### config.mk
export PLATFORM = sky130hd
export DESIGN_NAME = dmart_queue
export DESIGN_NICKNAME = d
export VERILOG_FILES = /design/src/design/dma_remap_table_engine_macros.svh /design/src/design/dmart_pkg.sv /design/src/design/dmart_queue.sv
export SDC_FILE = /design/constraint.sdc
export NUM_CORES = 1
export LEC_CHECK = 0
export ABC_AREA = 0
export BUFFER_PORTS_ARGS = -buffer_cell sky130_fd_sc_hd__buf_2
export CORE_ASPECT_RATIO = 1.5
export CORE_MARGIN = 3
export CORE_UTILIZATION = 47
export CTS_BUF_LIST = sky130_fd_sc_hd__clkbuf_8 sky130_fd_sc_hd__clkbuf_16
export CTS_CLUSTER_DIAMETER = 200
export CTS_CLUSTER_SIZE = 24
export DETAILED_ROUTE_END_ITERATION = 8
export PLACE_DENSITY = 0.85
export SETUP_SLACK_MARGIN = 0.05
export SLEW_MARGIN = 10
export SYNTH_ARGS = -nofsm -noshare
export SYNTH_HDL_FRONTEND = slang
export SYNTH_SLANG_ARGS = --single-unit
### constraint.sdc
create_clock -name clk -period 14.77 [get_ports clk]
set_clock_uncertainty 0.15 [all_clocks]
set_input_delay 2.954 -clock clk [delete_from_list [all_inputs] [get_ports clk]]
set_output_delay 2.954 -clock clk [all_outputs]
set_load 0.03 [all_outputs]
### src/design/dma_remap_table_engine_macros.svh
// Assertion macros for the remap table engine.
`ifndef DMA_REMAP_TABLE_ENGINE_MACROS_SVH
`define DMA_REMAP_TABLE_ENGINE_MACROS_SVH
`ifndef NO_ASSERTIONS
`define DMART_ASSERT_IMP(lbl, a, b) \
  lbl: assert property (@(posedge clk) disable iff (rst) (a) |-> (b)) \
    else $error("dmart assertion failed");
`define DMART_ASSERT_NXT(lbl, a, b) \
  lbl: assert property (@(posedge clk) disable iff (rst) (a) |=> (b)) \
    else $error("dmart assertion failed");
`else
`define DMART_ASSERT_IMP(lbl, a, b)
`define DMART_ASSERT_NXT(lbl, a, b)
`endif
`endif

### src/design/dmart_pkg.sv
`timescale 1ns / 1ps
package dmart_pkg;

  localparam int ATTACH_ENTRIES_DEF = 32;
  localparam int MAP_ENTRIES_DEF    = 64;
  localparam int PAGE_SHIFT_DEF     = 12;
  localparam int QUEUE_DEPTH        = 2;

  localparam logic [2:0] OP_TRANSLATE = 3'd0;
  localparam logic [2:0] OP_ATTACH    = 3'd1;
  localparam logic [2:0] OP_DETACH    = 3'd2;
  localparam logic [2:0] OP_MAP       = 3'd3;
  localparam logic [2:0] OP_UNMAP     = 3'd4;

  localparam logic [2:0] ST_OK           = 3'd0;
  localparam logic [2:0] ST_INVALID      = 3'd1;
  localparam logic [2:0] ST_DISABLED     = 3'd2;
  localparam logic [2:0] ST_NOT_ATTACHED = 3'd3;
  localparam logic [2:0] ST_UNMAPPED     = 3'd4;
  localparam logic [2:0] ST_DENIED       = 3'd5;
  localparam logic [2:0] ST_REJECTED     = 3'd6;
  localparam logic [2:0] ST_FULL         = 3'd7;

  localparam logic CFG_ENABLE = 1'b0;
  localparam logic CFG_TIME   = 1'b1;

  typedef struct packed {
    logic [2:0]  opcode;
    logic [15:0] pci_segment;
    logic [7:0]  pci_bus;
    logic [4:0]  pci_device;
    logic [2:0]  pci_function;
    logic [31:0] domain_id;
    logic [63:0] io_address;
    logic [63:0] span_bytes;
    logic [63:0] target_address;
    logic [1:0]  access_bits;
  } in_item_t;

  typedef struct packed {
    logic [2:0]  status;
    logic [63:0] physical_address;
    logic [63:0] fault_sequence;
    logic [63:0] fault_time;
  } out_item_t;

  typedef struct packed {
    logic [2:0]  op;
    logic [31:0] key;
    logic [31:0] dom;
    logic [63:0] addr;
    logic [63:0] last;
    logic [63:0] tgt;
    logic [1:0]  acc;
    logic        bad;
  } qitem_t;

  typedef struct packed {
    logic enable;
    logic [63:0] vtime;
  } cfg_t;

endpackage

### src/design/dmart_queue.sv
`timescale 1ns / 1ps
module dmart_queue (
  input  logic             clk,
  input  logic             rst,
  input  logic             push,
  input  dmart_pkg::qitem_t din,
  input  logic             pop,
  output dmart_pkg::qitem_t dout,
  output logic             empty,
  output logic             full
);
  import dmart_pkg::*;

  localparam int PW = (QUEUE_DEPTH > 1) ? $clog2(QUEUE_DEPTH) : 1;
  localparam int CW = $clog2(QUEUE_DEPTH + 1);

  qitem_t        slots [QUEUE_DEPTH];
  logic [PW-1:0] rd_ptr;
  logic [PW-1:0] wr_ptr;
  logic [CW-1:0] count;

  assign empty = (count == CW'(0));
  assign full  = (count == CW'(QUEUE_DEPTH));
  assign dout  = slots[rd_ptr];

  always_ff @(posedge clk) begin
    if (rst) begin
      rd_ptr <= '0;
      wr_ptr <= '0;
      count  <= '0;
    end else begin
      if (push) begin
        wr_ptr <= (wr_ptr == PW'(QUEUE_DEPTH - 1)) ? '0 : wr_ptr + PW'(1);
      end
      if (pop) begin
        rd_ptr <= (rd_ptr == PW'(QUEUE_DEPTH - 1)) ? '0 : rd_ptr + PW'(1);
      end
      if (push && !pop) begin
        count <= count + CW'(1);
      end else if (pop && !push) begin
        count <= count - CW'(1);
      end
    end
  end

  always_ff @(posedge clk) begin
    if (push) begin
      slots[wr_ptr] <= din;
    end
  end

endmodule

==> qor.csv <==
metric;value;unit
die area;44800;µm²
num rows;91;
worst slew pin tran;1.19;ns
post-synthesis sequential area ratio;0.798;
Post-route DRC;0;
CTS resizes;0;
Max clock buf depth;3;
Non-Filler Instances;1959;
Routed Antenna Nets;0;
Post-synth EDFFs;524;
FMAX;145;MHz
Routed wire per std cell;22.2;µm
Setup-failing EPs final;0;
total gr overflow;0;
status;finished, final reports clean;
layout cells sized above 1;0.601;
1st-iter DRT viols;713;
Detailed Route WL;43.4;mm
GRT Total Usage;0.184;
cts hold-fix bufs;0;
crit start category;flop;
CTS tree;built;
FFs w/ async S/R, synth;0;
Worst Path Arrival;3.81;ns
initial antenna violation count;16;
crit path kind;reg -> out;
ys flop type;edfxtp_1;
Nets;1643;
delay-heaviest family, CP;buffers and inverters;
vias in the first global route;10600;
I/O Buffers;529;
Leak Pwr;9.21;nW
max incr delay on CP;0.90;ns
syn nets;1104;
cell count after placement;1906;
Yosys top cell by area;edfxtp_1;
critical path's slowest cell;buf_4;
TritonRoute pass-1 iters;5;
Final Wtd Congestion;0.795;
num ports;530;
total number of yosys warnings;0;
Layout area overhead;19.9;%
max cap viols;0;
min-delay worst type;reg -> reg;
RSZ-0062 raised after global routing;false;
# fillers;3109;
fin crit share;0.468;
most frequent cell after synthesis;edfxtp_1;
CP most frequent cell;buf_4;
Hold Fails Final Rpt;0;
largest net degree at the start of global routing;75;
H-tree levels;1;
die height;258;µm
CTS Sinks;529;
DIE WIDTH;174;µm
Critical Path End Type;output pin;
maximum fanout along the worst path;67;
Place WS;8.45;ns
Syn Std Cell Area;19800;µm²
TritonCTS Buffers;26;
clock period minus worst slack;6.91;ns
Max VDD drop;0.122;mV
Root Buffer;clkbuf_16;
Final WS setup;7.86;ns
Clock Pin Slew Worst Setup and Hold Paths;0.09;ns
initial core utilization;0.479;
detailed-route via count;9872;
cells after synthesis;837;
ranking of synthesized cells by area;edfxtp_1, mux2_4, mux2_2;
# Post-CTS Setup Buffers;0;
Rel. slew slack;0.209;
Sum Neg Setup Slack;0;ns
worst path buffer plus inverter count;3;
clk_lat worst skew;0.56;ns
max-slew violation count;0;
mean post-synth cell area;23.7;µm²
Synth top cells by count;edfxtp_1, mux2_4, mux2_2, buf_6, buf_2;
first-pass GRT wire length;63.4;mm
Cell Chain, Critical Path;buf_4 -> buf_4 -> mux2_4 -> buf_2;
synth unique cells;16;
synthesized flop and latch total;529;
core area;41400;µm²
Vias/cell;5.04;
Synth top area share;0.793;
PD cells;129;nW/µm²
Worst Path Required;11.67;ns
DP HPWL;31.0;mm
layout make-up:
| class | count | area [µm²] | share of cell area |
|---|---|---|---|
| flip-flops and latches | 529 | 15800 | 0.666 |
| multi-input cells | 278 | 3740 | 0.157 |
| repair buffers | 540 | 2730 | 0.115 |
| well taps | 558 | 698 | 0.0293 |
| clock buffers | 27 | 676 | 0.0284 |
| clock inverters | 11 | 67.6 | 0.00284 |
| diodes | 15 | 37.5 | 0.00158 |
| inverters | 1 | 3.75 | 0.000158 |
flip-flops by register name, summed over array words and instances (netlist names), named ones only:
register,count
slots,524
count,2
rd_ptr,1
wr_ptr,1
kinds of logic after synthesis:
kind of cell	share of synthesized area
flops	0.798
mux	0.183
buf+inv	0.0141
simple gates	0.00221
xor+xnor	0.00177
compound gates	0.000504
fa+ha+maj	0.000630
worst min-delay path: stages (launching register included):
cell     delay, ns
dfxtp_1       0.33
xnor2_1       0.09
nor2_1        0.08
final timing paths:
| path | from | endpoint | slack, ns | depth (start not counted) |
|---|---|---|---|---|
| worst max register to register | wr_ptr | slots[1][169] | 11.25 | 3 |
| worst max-delay path | flop | dout[155] | 7.86 | 4 |
| worst min-delay path | rd_ptr | rd_ptr | 0.38 | 2 |
| worst min register to register | rd_ptr | rd_ptr | 0.38 | 2 |
power breakdown:
part / internal (W) / total, W / leakage, nW / switching, W
combinational: 0.000196 / 0.000525 / 3.85 / 0.000329
clock: 0.000333 / 0.000764 / 0.397 / 0.000431
sequential: 0.00175 / 0.00178 / 4.96 / 0.0000285
cell usage in the layout (no fill, tap or decap), drive strengths merged:
master	n
or3	1
xnor2	2
diode	15
inv	11
a21oi	1
nor2b	2
o21ai	1
edfxtp	524
ha	1
clkinv	1
mux2	262
buf	540
nor2	5
dfxtp	5
and2	1
clkbuf	27
xor2	2
through the flow:
stage | util | total power [W] | hold WS [ns] | cell area [µm²]
after CTS | 0.573 | 0.00310 | 0.379 | 23800
final | 0.574 | 0.00307 | 0.376 | 23800
after floorplan | - | 0.00220 | 0.311 | 19800
after detailed placement | 0.555 | 0.00234 | 0.357 | 23000
after global placement | 0.555 | 0.00233 | 0.327 | 23000
after global routing | 0.574 | 0.00318 | 0.410 | 23800
metal layers:
metal  GRT usage  up-vias  routed length [µm]
met5           0        -                   0
met4      0.0695        0                1440
met3      0.0355       78                2770
met2       0.352      407               24400
met1       0.200     4995               14800
li1            -     4392                   -
Power figures use the tool's default switching activity.
