`src/design/dma_remap_table_engine_macros.svh`:
```
// Assertion macros for the remap table engine.
`ifndef DMA_REMAP_TABLE_ENGINE_MACROS_SVH
`define DMA_REMAP_TABLE_ENGINE_MACROS_SVH
`ifndef NO_ASSERTIONS
`define DMART_ASSERT_IMP(lbl, a, b) \
  lbl: assert property (@(posedge clk) disable iff (rst) (a) |-> (b)) \
    else $error("dmart assertion failed");
`define DMART_ASSERT_NXT(lbl, a, b) \
  lbl: assert property (@(posedge clk) disable iff (rst) (a) |=> (b)) \
    else $error("dmart assertion failed");
`else
`define DMART_ASSERT_IMP(lbl, a, b)
`define DMART_ASSERT_NXT(lbl, a, b)
`endif
`endif

```
`src/design/dmart_pkg.sv`:
```
`timescale 1ns / 1ps
package dmart_pkg;

  localparam int ATTACH_ENTRIES_DEF = 32;
  localparam int MAP_ENTRIES_DEF    = 64;
  localparam int PAGE_SHIFT_DEF     = 12;
  localparam int QUEUE_DEPTH        = 2;

  localparam logic [2:0] OP_TRANSLATE = 3'd0;
  localparam logic [2:0] OP_ATTACH    = 3'd1;
  localparam logic [2:0] OP_DETACH    = 3'd2;
  localparam logic [2:0] OP_MAP       = 3'd3;
  localparam logic [2:0] OP_UNMAP     = 3'd4;

  localparam logic [2:0] ST_OK           = 3'd0;
  localparam logic [2:0] ST_INVALID      = 3'd1;
  localparam logic [2:0] ST_DISABLED     = 3'd2;
  localparam logic [2:0] ST_NOT_ATTACHED = 3'd3;
  localparam logic [2:0] ST_UNMAPPED     = 3'd4;
  localparam logic [2:0] ST_DENIED       = 3'd5;
  localparam logic [2:0] ST_REJECTED     = 3'd6;
  localparam logic [2:0] ST_FULL         = 3'd7;

  localparam logic CFG_ENABLE = 1'b0;
  localparam logic CFG_TIME   = 1'b1;

  typedef struct packed {
    logic [2:0]  opcode;
    logic [15:0] pci_segment;
    logic [7:0]  pci_bus;
    logic [4:0]  pci_device;
    logic [2:0]  pci_function;
    logic [31:0] domain_id;
    logic [63:0] io_address;
    logic [63:0] span_bytes;
    logic [63:0] target_address;
    logic [1:0]  access_bits;
  } in_item_t;

  typedef struct packed {
    logic [2:0]  status;
    logic [63:0] physical_address;
    logic [63:0] fault_sequence;
    logic [63:0] fault_time;
  } out_item_t;

  typedef struct packed {
    logic [2:0]  op;
    logic [31:0] key;
    logic [31:0] dom;
    logic [63:0] addr;
    logic [63:0] last;
    logic [63:0] tgt;
    logic [1:0]  acc;
    logic        bad;
  } qitem_t;

  typedef struct packed {
    logic enable;
    logic [63:0] vtime;
  } cfg_t;

endpackage

```
`src/design/dmart_front.sv`:
```
`timescale 1ns / 1ps
module dmart_front #(
  parameter int PAGE_SHIFT = dmart_pkg::PAGE_SHIFT_DEF
) (
  input  logic              start,
  input  logic              full,
  input  dmart_pkg::in_item_t item,
  output logic              push,
  output dmart_pkg::qitem_t  qitem
);
  import dmart_pkg::*;

  localparam logic [63:0] PMASK = (64'd1 << PAGE_SHIFT) - 64'd1;

  logic [64:0] sum_a;
  logic [64:0] sum_t;
  logic        rok_a;
  logic        rok_t;
  logic        pok_a;
  logic        pok_t;
  logic        acc_zero;

  assign push = start && !full;

  always_comb begin
    sum_a    = {1'b0, item.io_address} + {1'b0, item.span_bytes} - 65'd1;
    sum_t    = {1'b0, item.target_address} + {1'b0, item.span_bytes} - 65'd1;
    rok_a    = (item.span_bytes != 64'd0) && !sum_a[64];
    rok_t    = (item.span_bytes != 64'd0) && !sum_t[64];
    pok_a    = rok_a && ((item.io_address & PMASK) == 64'd0)
               && ((item.span_bytes & PMASK) == 64'd0);
    pok_t    = rok_t && ((item.target_address & PMASK) == 64'd0);
    acc_zero = (item.access_bits == 2'd0);
    qitem.op   = item.opcode;
    qitem.key  = {item.pci_segment, item.pci_bus, item.pci_device, item.pci_function};
    qitem.dom  = item.domain_id;
    qitem.addr = item.io_address;
    qitem.last = sum_a[63:0];
    qitem.tgt  = item.target_address;
    qitem.acc  = item.access_bits;
    case (item.opcode)
      OP_TRANSLATE: qitem.bad = !rok_a || acc_zero;
      OP_ATTACH:    qitem.bad = 1'b0;
      OP_DETACH:    qitem.bad = 1'b0;
      OP_MAP:       qitem.bad = !pok_a || !pok_t || acc_zero;
      OP_UNMAP:     qitem.bad = !pok_a;
      default:      qitem.bad = 1'b1;
    endcase
  end

endmodule

```
`config.mk`:
```
export PLATFORM = sky130hd
export DESIGN_NAME = dmart_front
export DESIGN_NICKNAME = d
export VERILOG_FILES = /design/src/design/dma_remap_table_engine_macros.svh /design/src/design/dmart_pkg.sv /design/src/design/dmart_front.sv
export SDC_FILE = /design/constraint.sdc
export NUM_CORES = 1
export LEC_CHECK = 0
export ABC_CLOCK_PERIOD_IN_PS = 5200
export BUFFER_PORTS_ARGS = -buffer_cell sky130_fd_sc_hd__buf_2
export CORE_AREA = 2 2 203 205
export DETAILED_ROUTE_END_ITERATION = 6
export DIE_AREA = 0 0 205 207
export GPL_TIMING_DRIVEN = 0
export SYNTH_ARGS = -nofsm -noshare
export SYNTH_HDL_FRONTEND = slang
export SYNTH_SLANG_ARGS = --single-unit
```
`constraint.sdc`:
```
create_clock -name vclk -period 5.2
set_input_delay 0.78 -clock vclk [all_inputs]
set_output_delay 0.78 -clock vclk [all_outputs]
set_load 0.02 [all_outputs]
```
==> results.py <==
metrics = {
    "power": {
        "p_leak_uw": 0.00821,
        "peakVddDrop_v": 0.000104,
        "power.total_uw": 2130,
        "p_per_area_nw_per_um2": 160,
    },
    "routing": {
        "antenna_left": 0,
        "vias": 11100,
        "route.detailed.drc": 0,
        "drtIter0Drc": 406,
        "wl_mm": 38.5,
        "drt_pre_antenna_iters": 5,
        "wl_per_cell_um": 15.3,
        "vias_per_cell": 4.38,
    },
    "global_route": {
        "met1_usage_pct": 21.7,
        "busiest_layer": "met2",
        "grt_pass1_vias": 10900,
        "grt-ovfl-total": 0,
        "grt_start_max_net_pins": 10,
        "antenna_found_initial": 2,
        "grt_usage_pct": 17.2,
        "grt_pass1_wl_mm": 57.9,
        "met2_usage_pct": 32.6,
        "met3_usage_pct": 0.944,
    },
    "layout": {
        "layout-drive-gt1-share_pct": 36.0,
        "multi_input_area_sq_um": 6910,
        "fill_cells": 4536,
        "syn_to_final_growth_pct": 30.9,
        "seq_area_sq_um": 0,
        "n_antenna_cell": 0,
        "final_cells": 2523,
        "nets": 2509,
        "seq_cells": 0,
        "post-route-cell-area_sq_um": 13400,
        "num-clock-buffers": 0,
    },
    "cts": {
        "hold_buffers": 0,
    },
    "worst_setup_path": {
        "path_class": "input port to primary output",
        "arrival_ps": 4210,
        "path_delay_family": "compound AO/OA/AOI/OAI gates",
        "endpoint_kind": "primary output",
        "worst_path_max_delay_cell": "a211o_1",
        "cp.required_ps": 4420,
        "cp-start-kind": "input port",
        "critical-path-max-stage-delay_ps": 380,
        "crit_buf_inv": 4,
        "crit_fanout": 4,
        "path_cells": "buf_2, inv_1, ha_1, inv_1, ha_1, a21oi_2, o221ai_2, a31oi_2, o21bai_2, a211o_1, a21oi_4, o41a_1, nor2_2, a211oi_1, xnor2_1, buf_2",
    },
    "sta": {
        "fmax_ghz": 0.200,
        "hold_violations": 0,
        "hold-worst-slack_ps": 1780,
        "finalWorstSetupSlack_ps": 211,
        "setup_violations": 0,
        "min_period_ps": 4990,
        "rsz0062_at_grt": "false",
        "min_period_over_period_pct": 95.9,
        "final_max_slew_viol_count": 0,
        "relSlewSlack_pct": 27.5,
        "worst_slew_pin_slew_ps": 1080,
    },
    "die": {
        "num_io_pins": 526,
        "die_w_um": 205,
        "fp.dieArea_sq_um": 42400,
        "initial_utilization_pct": 25.3,
        "coreArea_sq_um": 40400,
        "die_h_um": 207,
        "rows": 74,
    },
    "outcome": {
        "status": "completed",
    },
    "synthesis": {
        "synth_most_common_cell": "inv_1",
        "synth_area_leaders": "ha_1 31%, inv_1 17%, buf_4 15%",
        "syn_inst": 1526,
        "synthesis.area_sq_um": 10200,
        "synth.yosys.seq_area_share_pct": 0,
        "synth_top_area_share_pct": 30.9,
        "synth_nets": 2042,
        "synth_largest_area_cell": "ha_1",
        "syn_avg_cell_area_sq_um": 6.69,
        "ys_types": 65,
        "ys_warn_count": 0,
        "netlist_top_cells_count": "471 x inv_1, 252 x ha_1, 200 x buf_4",
    },
    "placement": {
        "placed_cell_area_sq_um": 13200,
        "gp_congestion": 0.906,
        "dp_slack_ps": -563,
        "dpl.hpwl_mm": 36.0,
        "port_buffers": 462,
        "dp_cells": 2520,
    },
    "min_path": {
        "min_path_type": "input port to primary output",
    },
    "job": {
        "cap_violations": 0,
    },
}
==> final timing paths <==
| kind | startpoint | end | depth (start not counted) |
|---|---|---|---|
| setup / recovery | item[68] | qitem[129] | 16 |
| hold / removal | item[219] | qitem[220] | 2 |
==> stage by stage <==
step | utilization [%] | setup TNS [ps]
after floorplan | - | 0
after detailed placement | 32.7 | -2680
after global placement | 32.7 | -2670
final | 33.1 | 0
after CTS | 32.8 | 0
after global routing | 33.1 | 0
==> placed cells by master (no fill, tap or decap), types with 3 or more instances in the layout <==
cell type / netlist / routed
or4_1: 3 / 3
a31oi_1: 13 / 11
o21bai_1: 17 / 16
and2_1: 5 / 5
o31ai_1: 8 / 8
buf_6: 10 / 10
buf_2: 1 / 461
xor2_1: 24 / 23
nand2_1: 55 / 55
and3_1: 5 / 5
a211oi_1: 10 / 8
nor3_1: 14 / 11
nor4_1: 25 / 24
clkbuf_1: 8 / 7
a21oi_1: 93 / 90
o21a_1: 10 / 10
buf_4: 200 / 205
xnor2_1: 35 / 35
o211ai_1: 8 / 8
o21ai_0: 53 / 53
nor3_2: 0 / 3
nor2b_1: 8 / 8
inv_1: 471 / 470
nor2_1: 48 / 46
or3_1: 3 / 3
nand2b_1: 6 / 4
nand3_1: 14 / 14
a2111oi_0: 3 / 3
nand4_1: 33 / 33
ha_1: 252 / 251
and4_1: 4 / 4
a21o_1: 42 / 42
==> report_power, final <==
group	leakage, uW	switching, uW	internal (uW)
clock network	0	0	0
registers	0	0	0
logic	0.00821	1300	835
total	0.00821	1300	835
==> per-layer routing <==
metal / vias up / routed length [um]
met1: 5070 / 16800
met2: 323 / 19600
li1: 5648 / -
met4: 2 / 420
met5: - / 13
met3: 18 / 1670
==> kinds of logic (layout without fill, tap and decap cells) <==
group	count (synthesis)	count (layout)	share of synthesized area (%)
compound gates	286	286	18.0
simple gates	234	234	12.1
xor+xnor	59	59	5.06
fa+ha+maj	253	253	31.1
mux	1	1	0.110
buf+inv	693	1158	33.7
==> what timing repair did <==
item	in CTS	in global routing
pin swaps	3	5
gates resized for setup	10	20
buffers inserted	3	0
setup endpoints to repair	16	10
==> cell type report <==
class	count	share of cell area, %
inverter	471	13.2
buffer	221	12.5
timing repair buffer	466	17.6
multi-input combinational	833	51.7
tap	532	4.98
(Power assumes the default switching activity.)
